===== src/rtl/core/spq_pkg.sv =====
// ----------------------------------------------------------------------------
// spq_pkg
// Shared types and codes for the sorted priority queue unit.
// ----------------------------------------------------------------------------
package spq_pkg;

   localparam int DATA_W       = 16;
   localparam int OP_W         = 2;
   localparam int STATUS_W     = 2;
   localparam int COUNT_PORT_W = 5;

   localparam logic signed [DATA_W-1:0] PRI_MAX = 16'sh7fff;
   localparam logic signed [DATA_W-1:0] PRI_MIN = 16'sh8000;

   typedef enum logic [OP_W-1:0] {
      OP_INSERT   = 2'd0,
      OP_REMOVE   = 2'd1,
      OP_AGE_UP   = 2'd2,
      OP_AGE_DOWN = 2'd3
   } op_type;

   typedef enum logic [STATUS_W-1:0] {
      STAT_DONE       = 2'd0,
      STAT_FULL       = 2'd1,
      STAT_EMPTY      = 2'd2
   } status_type;

   typedef enum logic [2:0] {
      ST_IDLE,
      ST_EXEC,
      ST_PURGE,
      ST_DRAIN,
      ST_DONE
   } state_type;

   typedef enum logic [1:0] {
      DP_NONE,
      DP_EXEC,
      DP_PURGE
   } dp_op_type;

   // controller -> datapath
   typedef struct packed {
      logic      capture;
      dp_op_type op;
      logic      load_rsp;
   } cmd_type;

   // datapath -> controller
   typedef struct packed {
      op_type op;
      logic   empty;
      logic   head_neg;
   } dp_status_type;

   // max tree node: largest value and largest priority over valid entries
   typedef struct packed {
      logic                     valid;
      logic signed [DATA_W-1:0] vmax;
      logic signed [DATA_W-1:0] pmax;
   } node_type;

   function automatic node_type node_merge(input node_type a, input node_type b);
      node_type r;
      if (a.valid && b.valid) begin
         r.valid = 1'b1;
         r.vmax  = (b.vmax > a.vmax) ? b.vmax : a.vmax;
         r.pmax  = (b.pmax > a.pmax) ? b.pmax : a.pmax;
      end else if (b.valid) begin
         r = b;
      end else begin
         r = a;
      end
      return r;
   endfunction

endpackage


===== src/rtl/core/spq_max_tree.sv =====
// ----------------------------------------------------------------------------
// spq_max_tree
// Registered reduction tree: largest value and largest (tail) priority over
// the occupied slots. One register level per tree level.
// ----------------------------------------------------------------------------
module spq_max_tree
   import spq_pkg::*;
#(
   parameter int DEPTH = 16,
   parameter int CW    = 5
) (
   input  logic                     clock,
   input  logic signed [DATA_W-1:0] val_q [DEPTH],
   input  logic signed [DATA_W-1:0] pri_q [DEPTH],
   input  logic [CW-1:0]            count,
   output node_type                 root
);

   localparam int LEVELS = $clog2(DEPTH);
   localparam int LEAVES = 1 << LEVELS;

   node_type leaf [LEAVES];
   node_type node_ff [1:LEAVES-1];

   genvar i, k;
   generate
      for (i = 0; i < LEAVES; i++) begin : g_leaf
         if (i < DEPTH) begin : g_used
            assign leaf[i].valid = (CW'(i) < count);
            assign leaf[i].vmax  = val_q[i];
            assign leaf[i].pmax  = pri_q[i];
         end else begin : g_pad
            assign leaf[i] = '0;
         end
      end

      for (k = 1; k < LEAVES; k++) begin : g_node
         if (2 * k >= LEAVES) begin : g_bottom
            always_ff @(posedge clock) begin
               node_ff[k] <= node_merge(leaf[2*k-LEAVES], leaf[2*k+1-LEAVES]);
            end
         end else begin : g_inner
            always_ff @(posedge clock) begin
               node_ff[k] <= node_merge(node_ff[2*k], node_ff[2*k+1]);
            end
         end
      end
   endgenerate

   assign root = node_ff[1];

endmodule


===== src/rtl/core/spq_datapath.sv =====
// ----------------------------------------------------------------------------
// spq_datapath
// Sorted entry array with parallel shift, entry count, request capture and
// the result register.
// ----------------------------------------------------------------------------
module spq_datapath
   import spq_pkg::*;
#(
   parameter int DEPTH = 16,
   parameter int CW    = 5
) (
   input  logic                       clock,
   input  logic                       reset,
   input  cmd_type                    cmd,
   output dp_status_type              dp_stat,
   input  logic [OP_W-1:0]            req_operation,
   input  logic signed [DATA_W-1:0]   req_item_value,
   input  logic signed [DATA_W-1:0]   req_item_priority,
   output logic signed [DATA_W-1:0]   val_q [DEPTH],
   output logic signed [DATA_W-1:0]   pri_q [DEPTH],
   output logic [CW-1:0]              count,
   input  node_type                   root,
   output logic [STATUS_W-1:0]        rsp_status,
   output logic [COUNT_PORT_W-1:0]    rsp_entry_count,
   output logic signed [DATA_W-1:0]   rsp_head_value,
   output logic signed [DATA_W-1:0]   rsp_head_priority,
   output logic signed [DATA_W-1:0]   rsp_largest_value,
   output logic signed [DATA_W-1:0]   rsp_tail_priority,
   output logic                       rsp_is_empty
);

   op_type                   op_ff;
   logic signed [DATA_W-1:0] item_val_ff;
   logic signed [DATA_W-1:0] item_pri_ff;
   status_type               stat_ff, stat_in;

   logic signed [DATA_W-1:0] val_ff [DEPTH];
   logic signed [DATA_W-1:0] val_in [DEPTH];
   logic signed [DATA_W-1:0] pri_ff [DEPTH];
   logic signed [DATA_W-1:0] pri_in [DEPTH];
   logic signed [DATA_W-1:0] val_dn [DEPTH];
   logic signed [DATA_W-1:0] pri_dn [DEPTH];
   logic signed [DATA_W-1:0] val_up [DEPTH];
   logic signed [DATA_W-1:0] pri_up [DEPTH];
   logic [CW-1:0]            count_ff, count_in;

   logic [DEPTH-1:0] shift_sel;
   logic [DEPTH-1:0] shift_prev;
   logic             head_le;
   logic             empty;
   logic             full;

   logic [STATUS_W-1:0]      rsp_status_ff;
   logic [COUNT_PORT_W-1:0]  rsp_count_ff;
   logic signed [DATA_W-1:0] rsp_head_val_ff;
   logic signed [DATA_W-1:0] rsp_head_pri_ff;
   logic signed [DATA_W-1:0] rsp_big_ff;
   logic signed [DATA_W-1:0] rsp_tail_ff;
   logic                     rsp_empty_ff;

   assign empty   = (count_ff == '0);
   assign full    = (count_ff == CW'(DEPTH));
   assign head_le = (item_pri_ff <= pri_ff[0]);

   // A slot moves up when it is occupied and the new entry sorts in front of it.
   // The array is always sorted, so the flags form a suffix of the occupied slots.
   always_comb begin
      for (int i = 0; i < DEPTH; i++) begin
         shift_sel[i] = (CW'(i) < count_ff) && ((pri_ff[i] > item_pri_ff) || head_le);
      end
   end

   genvar g;
   generate
      for (g = 0; g < DEPTH; g++) begin : g_nbr
         if (g == 0) begin : g_first
            assign shift_prev[g] = 1'b0;
            assign val_up[g]     = val_ff[g];
            assign pri_up[g]     = pri_ff[g];
         end else begin : g_rest
            assign shift_prev[g] = shift_sel[g-1];
            assign val_up[g]     = val_ff[g-1];
            assign pri_up[g]     = pri_ff[g-1];
         end
         if (g == DEPTH - 1) begin : g_last
            assign val_dn[g] = val_ff[g];
            assign pri_dn[g] = pri_ff[g];
         end else begin : g_low
            assign val_dn[g] = val_ff[g+1];
            assign pri_dn[g] = pri_ff[g+1];
         end
      end
   endgenerate

   always_comb begin
      val_in   = val_ff;
      pri_in   = pri_ff;
      count_in = count_ff;
      stat_in  = stat_ff;
      case (cmd.op)
         DP_EXEC: begin
            stat_in = STAT_DONE;
            case (op_ff)
               OP_INSERT: begin
                  if (full) begin
                     stat_in = STAT_FULL;
                  end else begin
                     for (int i = 0; i < DEPTH; i++) begin
                        if (shift_prev[i]) begin
                           val_in[i] = val_up[i];
                           pri_in[i] = pri_up[i];
                        end else if (shift_sel[i] || (CW'(i) == count_ff)) begin
                           val_in[i] = item_val_ff;
                           pri_in[i] = item_pri_ff;
                        end
                     end
                     count_in = count_ff + CW'(1);
                  end
               end
               OP_REMOVE: begin
                  if (empty) begin
                     stat_in = STAT_EMPTY;
                  end else begin
                     val_in   = val_dn;
                     pri_in   = pri_dn;
                     count_in = count_ff - CW'(1);
                  end
               end
               OP_AGE_UP: begin
                  for (int i = 0; i < DEPTH; i++) begin
                     if (pri_ff[i] != PRI_MAX) pri_in[i] = pri_ff[i] + DATA_W'(1);
                  end
               end
               OP_AGE_DOWN: begin
                  for (int i = 0; i < DEPTH; i++) begin
                     if (pri_ff[i] != PRI_MIN) pri_in[i] = pri_ff[i] - DATA_W'(1);
                  end
               end
               default: begin
               end
            endcase
         end
         // negative entries sit at the front; drop one per cycle
         DP_PURGE: begin
            val_in   = val_dn;
            pri_in   = pri_dn;
            count_in = count_ff - CW'(1);
         end
         default: begin
         end
      endcase
   end

   always_ff @(posedge clock) begin
      if (reset) begin
         count_ff <= '0;
      end else begin
         count_ff <= count_in;
      end
   end

   always_ff @(posedge clock) begin
      val_ff  <= val_in;
      pri_ff  <= pri_in;
      stat_ff <= stat_in;
      if (cmd.capture) begin
         op_ff       <= op_type'(req_operation);
         item_val_ff <= req_item_value;
         item_pri_ff <= req_item_priority;
      end
      if (cmd.load_rsp) begin
         rsp_status_ff <= stat_ff;
         rsp_count_ff  <= COUNT_PORT_W'(count_ff);
         rsp_empty_ff  <= empty;
         if (empty) begin
            rsp_head_val_ff <= '0;
            rsp_head_pri_ff <= '0;
            rsp_big_ff      <= '0;
            rsp_tail_ff     <= '0;
         end else begin
            rsp_head_val_ff <= val_ff[0];
            rsp_head_pri_ff <= pri_ff[0];
            rsp_big_ff      <= root.vmax;
            rsp_tail_ff     <= root.pmax;
         end
      end
   end

   assign dp_stat.op       = op_ff;
   assign dp_stat.empty    = empty;
   assign dp_stat.head_neg = pri_ff[0][DATA_W-1];

   assign val_q = val_ff;
   assign pri_q = pri_ff;
   assign count = count_ff;

   assign rsp_status        = rsp_status_ff;
   assign rsp_entry_count   = rsp_count_ff;
   assign rsp_head_value    = rsp_head_val_ff;
   assign rsp_head_priority = rsp_head_pri_ff;
   assign rsp_largest_value = rsp_big_ff;
   assign rsp_tail_priority = rsp_tail_ff;
   assign rsp_is_empty      = rsp_empty_ff;

endmodule


===== src/rtl/core/spq_ctrl.sv =====
// ----------------------------------------------------------------------------
// spq_ctrl
// Sequencer: capture, execute, purge loop, max-tree drain, result handoff.
// ----------------------------------------------------------------------------
module spq_ctrl
   import spq_pkg::*;
#(
   parameter int DEPTH = 16
) (
   input  logic          clock,
   input  logic          reset,
   input  logic          req_valid,
   output logic          req_ready,
   output logic          rsp_valid,
   input  logic          rsp_ready,
   output cmd_type       cmd,
   input  dp_status_type dp_stat
);

   localparam int LEVELS = $clog2(DEPTH);
   localparam int DCW    = (LEVELS > 1) ? $clog2(LEVELS) : 1;

   state_type      state_ff, state_in;
   logic [DCW-1:0] drain_ff, drain_in;
   logic           rsp_valid_ff, rsp_valid_in;

   always_ff @(posedge clock) begin
      if (reset) begin
         state_ff     <= ST_IDLE;
         drain_ff     <= '0;
         rsp_valid_ff <= 1'b0;
      end else begin
         state_ff     <= state_in;
         drain_ff     <= drain_in;
         rsp_valid_ff <= rsp_valid_in;
      end
   end

   always_comb begin
      state_in     = state_ff;
      drain_in     = drain_ff;
      rsp_valid_in = rsp_valid_ff && !rsp_ready;
      cmd.capture  = 1'b0;
      cmd.op       = DP_NONE;
      cmd.load_rsp = 1'b0;
      req_ready    = 1'b0;
      case (state_ff)
         ST_IDLE: begin
            req_ready = 1'b1;
            if (req_valid) begin
               cmd.capture = 1'b1;
               state_in    = ST_EXEC;
            end
         end
         ST_EXEC: begin
            cmd.op   = DP_EXEC;
            drain_in = '0;
            state_in = (dp_stat.op == OP_AGE_DOWN) ? ST_PURGE : ST_DRAIN;
         end
         ST_PURGE: begin
            if (!dp_stat.empty && dp_stat.head_neg) begin
               cmd.op = DP_PURGE;
            end else begin
               state_in = ST_DRAIN;
            end
         end
         // array is stable here; let the registered max tree settle over its levels
         ST_DRAIN: begin
            if (drain_ff == DCW'(LEVELS - 1)) begin
               state_in = ST_DONE;
            end else begin
               drain_in = drain_ff + DCW'(1);
            end
         end
         ST_DONE: begin
            if (!rsp_valid_ff || rsp_ready) begin
               cmd.load_rsp = 1'b1;
               rsp_valid_in = 1'b1;
               state_in     = ST_IDLE;
            end
         end
         default: begin
            state_in = ST_IDLE;
         end
      endcase
   end

   assign rsp_valid = rsp_valid_ff;

endmodule


===== src/rtl/core/sorted_priority_queue_unit.sv =====
// ----------------------------------------------------------------------------
// sorted_priority_queue_unit
// Priority queue of up to DEPTH (value, priority) entries kept sorted by
// ascending priority in a parallel-shift register array.
// ----------------------------------------------------------------------------
// Usage:
//   req_* carries one operation per transaction (insert, remove head, age up,
//   age down with purge of negative priorities). Every request yields exactly
//   one rsp_* transaction with a status code, the count, the head entry, the
//   largest value and the tail priority after the operation.
//   After the request transaction the unit executes the operation, for age
//   down purges each negative head entry in turn, then lets the registered
//   max/tail reduction tree settle over the updated array before the response
//   loads and response valid rises. One request is in flight at a time and
//   the next one is taken the cycle after the response loads.
//   The response sits in an output register, so a new request is taken while
//   a finished response waits; if the receiver stalls, the sequencer holds the
//   next result in the datapath until the output register frees.
//   Reset empties the queue (count to zero) and drops any pending response;
//   the entry storage itself is not cleared.
// ----------------------------------------------------------------------------
module sorted_priority_queue_unit
   import spq_pkg::*;
#(
   parameter int DEPTH = 16
) (
   input  logic                      clock,
   input  logic                      reset,
   input  logic                      req_valid,
   output logic                      req_ready,
   input  logic [OP_W-1:0]           req_operation,
   input  logic signed [DATA_W-1:0]  req_item_value,
   input  logic signed [DATA_W-1:0]  req_item_priority,
   output logic                      rsp_valid,
   input  logic                      rsp_ready,
   output logic [STATUS_W-1:0]       rsp_status,
   output logic [COUNT_PORT_W-1:0]   rsp_entry_count,
   output logic signed [DATA_W-1:0]  rsp_head_value,
   output logic signed [DATA_W-1:0]  rsp_head_priority,
   output logic signed [DATA_W-1:0]  rsp_largest_value,
   output logic signed [DATA_W-1:0]  rsp_tail_priority,
   output logic                      rsp_is_empty
);

   localparam int CW = $clog2(DEPTH + 1);

   cmd_type                  cmd;
   dp_status_type            dp_stat;
   logic signed [DATA_W-1:0] val_q [DEPTH];
   logic signed [DATA_W-1:0] pri_q [DEPTH];
   logic [CW-1:0]            count;
   node_type                 root;

   spq_ctrl #(
      .DEPTH (DEPTH)
   ) u_ctrl (
      .clock     (clock),
      .reset     (reset),
      .req_valid (req_valid),
      .req_ready (req_ready),
      .rsp_valid (rsp_valid),
      .rsp_ready (rsp_ready),
      .cmd       (cmd),
      .dp_stat   (dp_stat)
   );

   spq_datapath #(
      .DEPTH (DEPTH),
      .CW    (CW)
   ) u_datapath (
      .clock             (clock),
      .reset             (reset),
      .cmd               (cmd),
      .dp_stat           (dp_stat),
      .req_operation     (req_operation),
      .req_item_value    (req_item_value),
      .req_item_priority (req_item_priority),
      .val_q             (val_q),
      .pri_q             (pri_q),
      .count             (count),
      .root              (root),
      .rsp_status        (rsp_status),
      .rsp_entry_count   (rsp_entry_count),
      .rsp_head_value    (rsp_head_value),
      .rsp_head_priority (rsp_head_priority),
      .rsp_largest_value (rsp_largest_value),
      .rsp_tail_priority (rsp_tail_priority),
      .rsp_is_empty      (rsp_is_empty)
   );

   spq_max_tree #(
      .DEPTH (DEPTH),
      .CW    (CW)
   ) u_max_tree (
      .clock (clock),
      .val_q (val_q),
      .pri_q (pri_q),
      .count (count),
      .root  (root)
   );

endmodule

===== config.mk =====
export PLATFORM = sky130hd
export DESIGN_NAME = sorted_priority_queue_unit
export DESIGN_NICKNAME = d
export VERILOG_FILES = /design/src/rtl/core/spq_pkg.sv /design/src/rtl/core/spq_max_tree.sv /design/src/rtl/core/spq_datapath.sv /design/src/rtl/core/spq_ctrl.sv /design/src/rtl/core/sorted_priority_queue_unit.sv
export SDC_FILE = /design/constraint.sdc
export NUM_CORES = 2
export LEC_CHECK = 0
export BUFFER_PORTS_ARGS = -buffer_cell sky130_fd_sc_hd__buf_2
export CAP_MARGIN = 0
export CORE_AREA = 2 2 381 459
export CTS_BUF_LIST = sky130_fd_sc_hd__clkbuf_2 sky130_fd_sc_hd__clkbuf_4 sky130_fd_sc_hd__clkbuf_8
export CTS_CLUSTER_DIAMETER = 200
export CTS_CLUSTER_SIZE = 14
export DETAILED_ROUTE_END_ITERATION = 12
export DIE_AREA = 0 0 383 461
export SLEW_MARGIN = 5
export SYNTH_ARGS = -nofsm -noshare
export SYNTH_HDL_FRONTEND = slang
export SYNTH_SLANG_ARGS = --single-unit

===== constraint.sdc =====
create_clock -name clock -period 27.5 [get_ports clock]
set_input_delay 1.375 -clock clock [delete_from_list [all_inputs] [get_ports clock]]
set_output_delay 1.375 -clock clock [all_outputs]
set_load 0.05 [all_outputs]

# After elaboration in Yosys (flattened, before gate mapping)
# Memories as Yosys holds them, arrays and structs flattened. A register that Yosys moved wholly into a read port is not among the register bits.
# Cells that the tools add are included.
totals:
  ramBits: 495
  in_bits: 38
  output_inout_bits: 74
  ff_bits: 599
  mem_count: 1
  elab_cells: 558
classes:
  n_eq_ne: 115
  n_mux: 186
  n_reduce_logical: 110
  add_sub_neg: 35
  order_cmp: 63
  bitwise_logic: 3
mem_list:
  columns: ["memory", "depth", "word_bits", "rd", "rd_ports_with_merged_regs", "wr", "line_no", "source"]
  rows:
  - ["u_max_tree.node_ff", 15, 33, 15, 1, 15, "spq_max_tree.sv:23", "node_type node_ff [1:LEAVES-1];"]
ops:
  columns: ["cell", "count"]
  rows:
  - ["two-way mux 16 bit", 124]
  - ["one-hot mux 256 bit (2 select lines)", 3]
  - ["two-way mux 256 bit", 4]
  - ["one-hot mux 256 bit (4 select lines)", 1]
  - ["two-way mux 33 bit", 30]
  - ["> comparator 16 bit", 46]
  - ["inequality test 16 bit, second input constant", 32]
  - ["adder 16 x 2 -> 16 bit, second input constant", 16]
  - ["subtractor 16 x 2 -> 16 bit, second input constant", 16]
  - ["AND reduction 6 bit", 16]
  - ["inequality test 3 x 2 -> 1 bit, second input constant", 31]
  - ["AND reduction 5 bit", 15]
  - ["inequality test 4 x 2 -> 1 bit, second input constant", 14]
  - ["equality test 4 x 5 -> 1 bit, first input constant", 8]
  - ["< comparator 4 x 5 -> 1 bit, first input constant", 8]
  - ["logical AND 1 bit", 33]
  - ["logical OR 1 bit", 33]
  - ["equality test 3 x 5 -> 1 bit, first input constant", 4]
  - ["< comparator 3 x 5 -> 1 bit, first input constant", 4]
  - ["one-hot mux 5 bit (2 select lines)", 2]
  - ["<= comparator 16 bit", 1]
  - ["one-hot mux 3 bit (5 select lines)", 1]
  - ["two-way mux 3 bit", 4]
  - ["one-hot mux 2 bit (2 select lines)", 3]
  - ["29 further kinds", 63]

# Longest topological paths before layout
depth:
  ltp_word: 9
  mapped_depth: 19
  mapped_depth_nobuf: 15

# Hierarchy
# Synthesis repeated with hierarchy kept, for this count alone.
hier_totals:
  cells_unflattened: 8604
  hier_area_um2: 81454.4
modules_own_cells:
  columns: ["mod", "cells_per_inst", "area_per_inst_um2", "n_inst", "seq_area_each_um2"]
  rows:
  - ["spq_datapath", 4863, 47879.7, 1, 18718.0]
  - ["spq_max_tree", 3695, 33185.6, 1, 9909.5]
  - ["spq_ctrl", 46, 389.1, 1, 120.1]

# Worst setup path after synthesis
# No wires, ideal clock.
synth_path:
  path_type: "reg-to-reg"
  from: "register u_datapath.op_ff[1]"
  to: "register u_datapath.pri_ff (netlist bit u_datapath.pri_q[127]), data pin"
  required_time_ns: 27.229
  setup_ns: 0.271
  path_slack_ns: 17.561
  path_buffers: 3
  path_stages_with_launch: 14
  synth_period_minus_slack_ns: 9.939
  t_arrival_ns: 9.668
  path_cell_list: "edfxtp_1 clkbuf_1 and2_1 clkbuf_1 buf_1 ha_1 a211o_1 a2111oi_0 o31ai_1 o41a_1 a31oi_1 nand2b_1 mux2i_1 o211ai_1"
synth_rtl:
  columns: ["element", "line_no", "source"]
  rows:
  - ["from (decl)", "spq_datapath.sv:32", "op_type op_ff;"]
  - ["from (signal assigned)", "spq_datapath.sv:167", "op_ff <= op_type'(req_operation);"]
  - ["to (signal assigned)", "spq_datapath.sv:164", "pri_ff <= pri_in;"]
  - ["to (decl)", "spq_datapath.sv:39", "logic signed [DATA_W-1:0] pri_ff [DEPTH];"]

==> results.toml <==
[status]
outcome = "finished clean"

[logic_synthesis]
synth-async-reset-ratio_pct = 0
avgSynthCellArea_um2 = 9.50
synthMostInstantiatedCell = "sky130_fd_sc_hd__ha_1"
synth_commonest_cells = "969 x sky130_fd_sc_hd__ha_1, 638 x sky130_fd_sc_hd__o21ai_0, 620 x sky130_fd_sc_hd__edfxtp_1"
post_synthesis_instance_total = 8481
synth_sequential_area_ratio_pct = 35.7
synth.top_cells.by_area = "sky130_fd_sc_hd__edfxtp_1 23%, sky130_fd_sc_hd__ha_1 15%, sky130_fd_sc_hd__dfxtp_1 13%"
synth_area_um2 = 80600
ffs_latches_synth = 1125
syn_nets = 9504
synth_edf_count = 620
synth.distinct_cells = 87
yosys_top_cell_by_area = "sky130_fd_sc_hd__edfxtp_1"
most_used_flip_flop_cell_after_synthesis = "sky130_fd_sc_hd__edfxtp_1"
synth-warning-count = 0
synth_top_area_share_pct = 23.1

[clock_network]
cts.clk_slew.worst_paths_ns = 0.11
total_number_of_clock_tree_sinks = 1125
number_of_buffers_created_by_cts = 90
cts_hold_repair_buffers = 0
post-cts-setup-buffers = 0
cts_max_path_buffers = 3
cts_tree = "done"
resize_count_post_cts = 0
clock_tree.htree_level_count = 3
worst_skew_pair.late_latency_ns = 0.90
root_buffer = "sky130_fd_sc_hd__clkbuf_8"

[grt]
grt_pass1_wl_um = 442000
grt_antenna_before_repair = 13
groute.usage.overall_pct = 33.1
grt_overflow_total = 0
largest_net_degree_at_the_start_of_global_routing = 121
vias_in_the_first_global_route = 68800

[route]
drtIter0Drc = 7698
wl_um = 301000
num_vias = 71000
drt-vias-per-instance = 6.59
drt_pass1_iterations = 7
detail_route.drc_violations = 0
route.detailed.wl_per_inst_um = 27.9
postRouteAntennaNets = 0

[sta]
setup-violations-final = 0
max_freq_mhz = 123
unrepaired_setup_endpoints_after_global_routing = "false"
totalNegativeSetupSlack_ns = 0
timing.final.crit_share_pct = 29.6
max_slew.worst_pin.slew_ns = 1.37
slew_headroom_pct = 8.48
whs_ns = 0.489
timing.clock.skew_ns = 0.0701
finalCriticalPeriod_ns = 8.15
finalHoldViolCount = 0
slew_violations = 0

[setup_path]
worst-r2r-setup-slack_ns = 19.35
setup.worst_path.start = "u_datapath.count[0]"
ff2ff_path_depth = 17
r2r-start = "u_datapath.count[0]"
startpoint_type = "flop"
worst_setup_path_endpoint = "u_datapath.pri_q[66]"
critPathCaptureType = "flop"
crit_arrival_ns = 8.72
worstReg2RegEnd = "u_datapath.pri_q[66]"
critical_path_peak_fanout = 120
worst-endpoint-required_ns = 28.07
critPathKind = "reg2reg"

[place]
buffer_ports.inserted = 111
gp_congestion = 0.941
detailed_place_hpwl_um = 214000
placedCellCount = 10600

[die]
coreArea_um2 = 172000
pin_count = 112
dieHeight_um = 461
floorplan.die.width_um = 383
rows = 167
initial_core_util_pct = 46.9
design.die.area_um2 = 177000

[pwr]
power.static_leakage_uw = 0.0362
intPower_uw = 5110
power-per-cell-area_nw_per_um2 = 116
max-vdd-ir-drop_v = 0.0000663
power.share.switching_pct = 48.4
netSwitchingPower_uw = 4800
seq_power_share_pct = 36.7
share_of_total_power_in_combinational_logic_pct = 53.0
p_clk_share_pct = 10.3
total_power_uw = 9910

[run]
max-cap-violations = 0

[worst_hold_path]
min-delay-path-class = "reg2reg"

[cells_and_area]
final_layout_size_suffix_gt1_share_pct = 10.5
finalNetCount = 9446
flow.area_growth_from_synthesis_pct = 6.27
layout.cells.non_filler = 10800
[sequential cells by signal, summed over array words and instances, names as in the netlist, 5 cells and up]
signal                        flops
u_datapath.item_val_ff           16
u_datapath.rsp_entry_count        5
u_datapath.rsp_largest_value     16
u_datapath.pri_q                255
u_max_tree.node_ff              494
u_datapath.rsp_tail_priority     16
u_datapath.val_q                256
u_datapath.count                  5
u_datapath.rsp_head_value        16
u_datapath.rsp_head_priority     16
u_datapath.item_pri_ff           16
[worst max-delay path, cell delays in order, from the launching register on]
cell,delay [ns]
sky130_fd_sc_hd__dfxtp_1,0.63
sky130_fd_sc_hd__inv_1,0.26
sky130_fd_sc_hd__ha_1,0.31
sky130_fd_sc_hd__nor3b_1,0.20
sky130_fd_sc_hd__nand2b_2,0.13
sky130_fd_sc_hd__buf_4,0.47
sky130_fd_sc_hd__nand2_1,0.16
sky130_fd_sc_hd__or3_1,0.43
sky130_fd_sc_hd__inv_1,0.08
sky130_fd_sc_hd__ha_1,0.14
sky130_fd_sc_hd__buf_4,0.29
sky130_fd_sc_hd__inv_2,0.09
sky130_fd_sc_hd__nand2_4,0.78
sky130_fd_sc_hd__buf_4,0.89
sky130_fd_sc_hd__buf_4,0.90
sky130_fd_sc_hd__buf_4,0.77
sky130_fd_sc_hd__buf_4,0.71
sky130_fd_sc_hd__a222oi_1,0.23
[final cells by class]
class / count / area (um2)
fillers: 16100 / 86300
multi-input cells: 6339 / 48200
flip-flops and latches: 1125 / 28700
well taps: 2281 / 2850
inverters: 591 / 2220
repair buffers: 276 / 1790
clock buffers: 153 / 1720
clock inverters: 7 / 77.6
diodes: 10 / 25.0
[worst min-delay path by stage]
stage | from | end | slack, ns | depth (start not counted)
4_1_cts | u_max_tree.node_ff[2][7] | u_max_tree.node_ff[1][7] | 0.48 | 1
5_1_grt | u_max_tree.node_ff[15][0] | u_max_tree.node_ff[7][0] | 0.51 | 1
2_1_floorplan | u_datapath.stat_ff[0] | u_datapath.rsp_status[0] | 0.40 | 0
3_3_place_gp | u_ctrl.drain_ff[1] | u_ctrl.drain_ff[1] | 0.47 | 2
3_5_place_dp | u_max_tree.node_ff[2][12] | u_max_tree.node_ff[1][12] | 0.47 | 1
6_report | u_max_tree.node_ff[15][0] | u_max_tree.node_ff[7][0] | 0.49 | 1
[metal layers]
metal  GRT usage (%)  part of all wire (%)  vias to the layer above
li1                -                     -                    32000
met1            40.5                    39                    34400
met2            53.3                    45                     3550
met3            5.92                   8.5                     1040
met4            21.7                   7.6                       12
met5               0                 0.025                        -
[per-stage QoR]
| stage | cell area [um2] | util [%] | setup WS, ns |
|---|---|---|---|
| 5_1_grt | 85600 | 49.8 | 18.80 |
| 2_1_floorplan | 80600 | - | 17.56 |
| 3_5_place_dp | 83800 | 48.7 | 19.53 |
| 3_3_place_gp | 83800 | 48.7 | 19.65 |
| 6_report | 85600 | 49.8 | 19.35 |
| 4_1_cts | 85600 | 49.8 | 19.51 |
[cells by family after synthesis]
family | share of synthesized area [%]
simple gates | 12.7
fa+ha+maj | 15.4
mux | 9.92
buf+inv | 4.98
xor+xnor | 2.22
compound gates | 19.1
flops | 35.7
[layout by cell type (no fill, tap or decap), drive strengths merged, types with 90 or more instances in the layout]
cell type  netlist  final
ha             969    969
o21ai          670    670
edfxtp         620    620
inv            586    591
nand2          566    566
dfxtp          505    505
a21oi          476    476
mux2i          457    457
nand4          340    340
mux2           303    303
nor2           286    286
buf             91    276
a22oi          257    257
nand3          248    248
a21o           200    200
o211ai         175    175
clkbuf         335    153
xnor2          141    141
nor3           123    123
nor4           119    119
o21a           114    114
nor2b           90     90
[power by group through the flow]
stage / sequential, uW / clock [uW] / combinational [uW]
6_report: 3640 / 1020 / 5250
5_1_grt: 3660 / 1090 / 5780
4_1_cts: 3580 / 1040 / 5160
3_5_place_dp: 3620 / 0 / 5130
3_3_place_gp: 3620 / 0 / 4990
2_1_floorplan: 3090 / 0 / 3770
No activity file was read; power rests on OpenSTA's default activity.
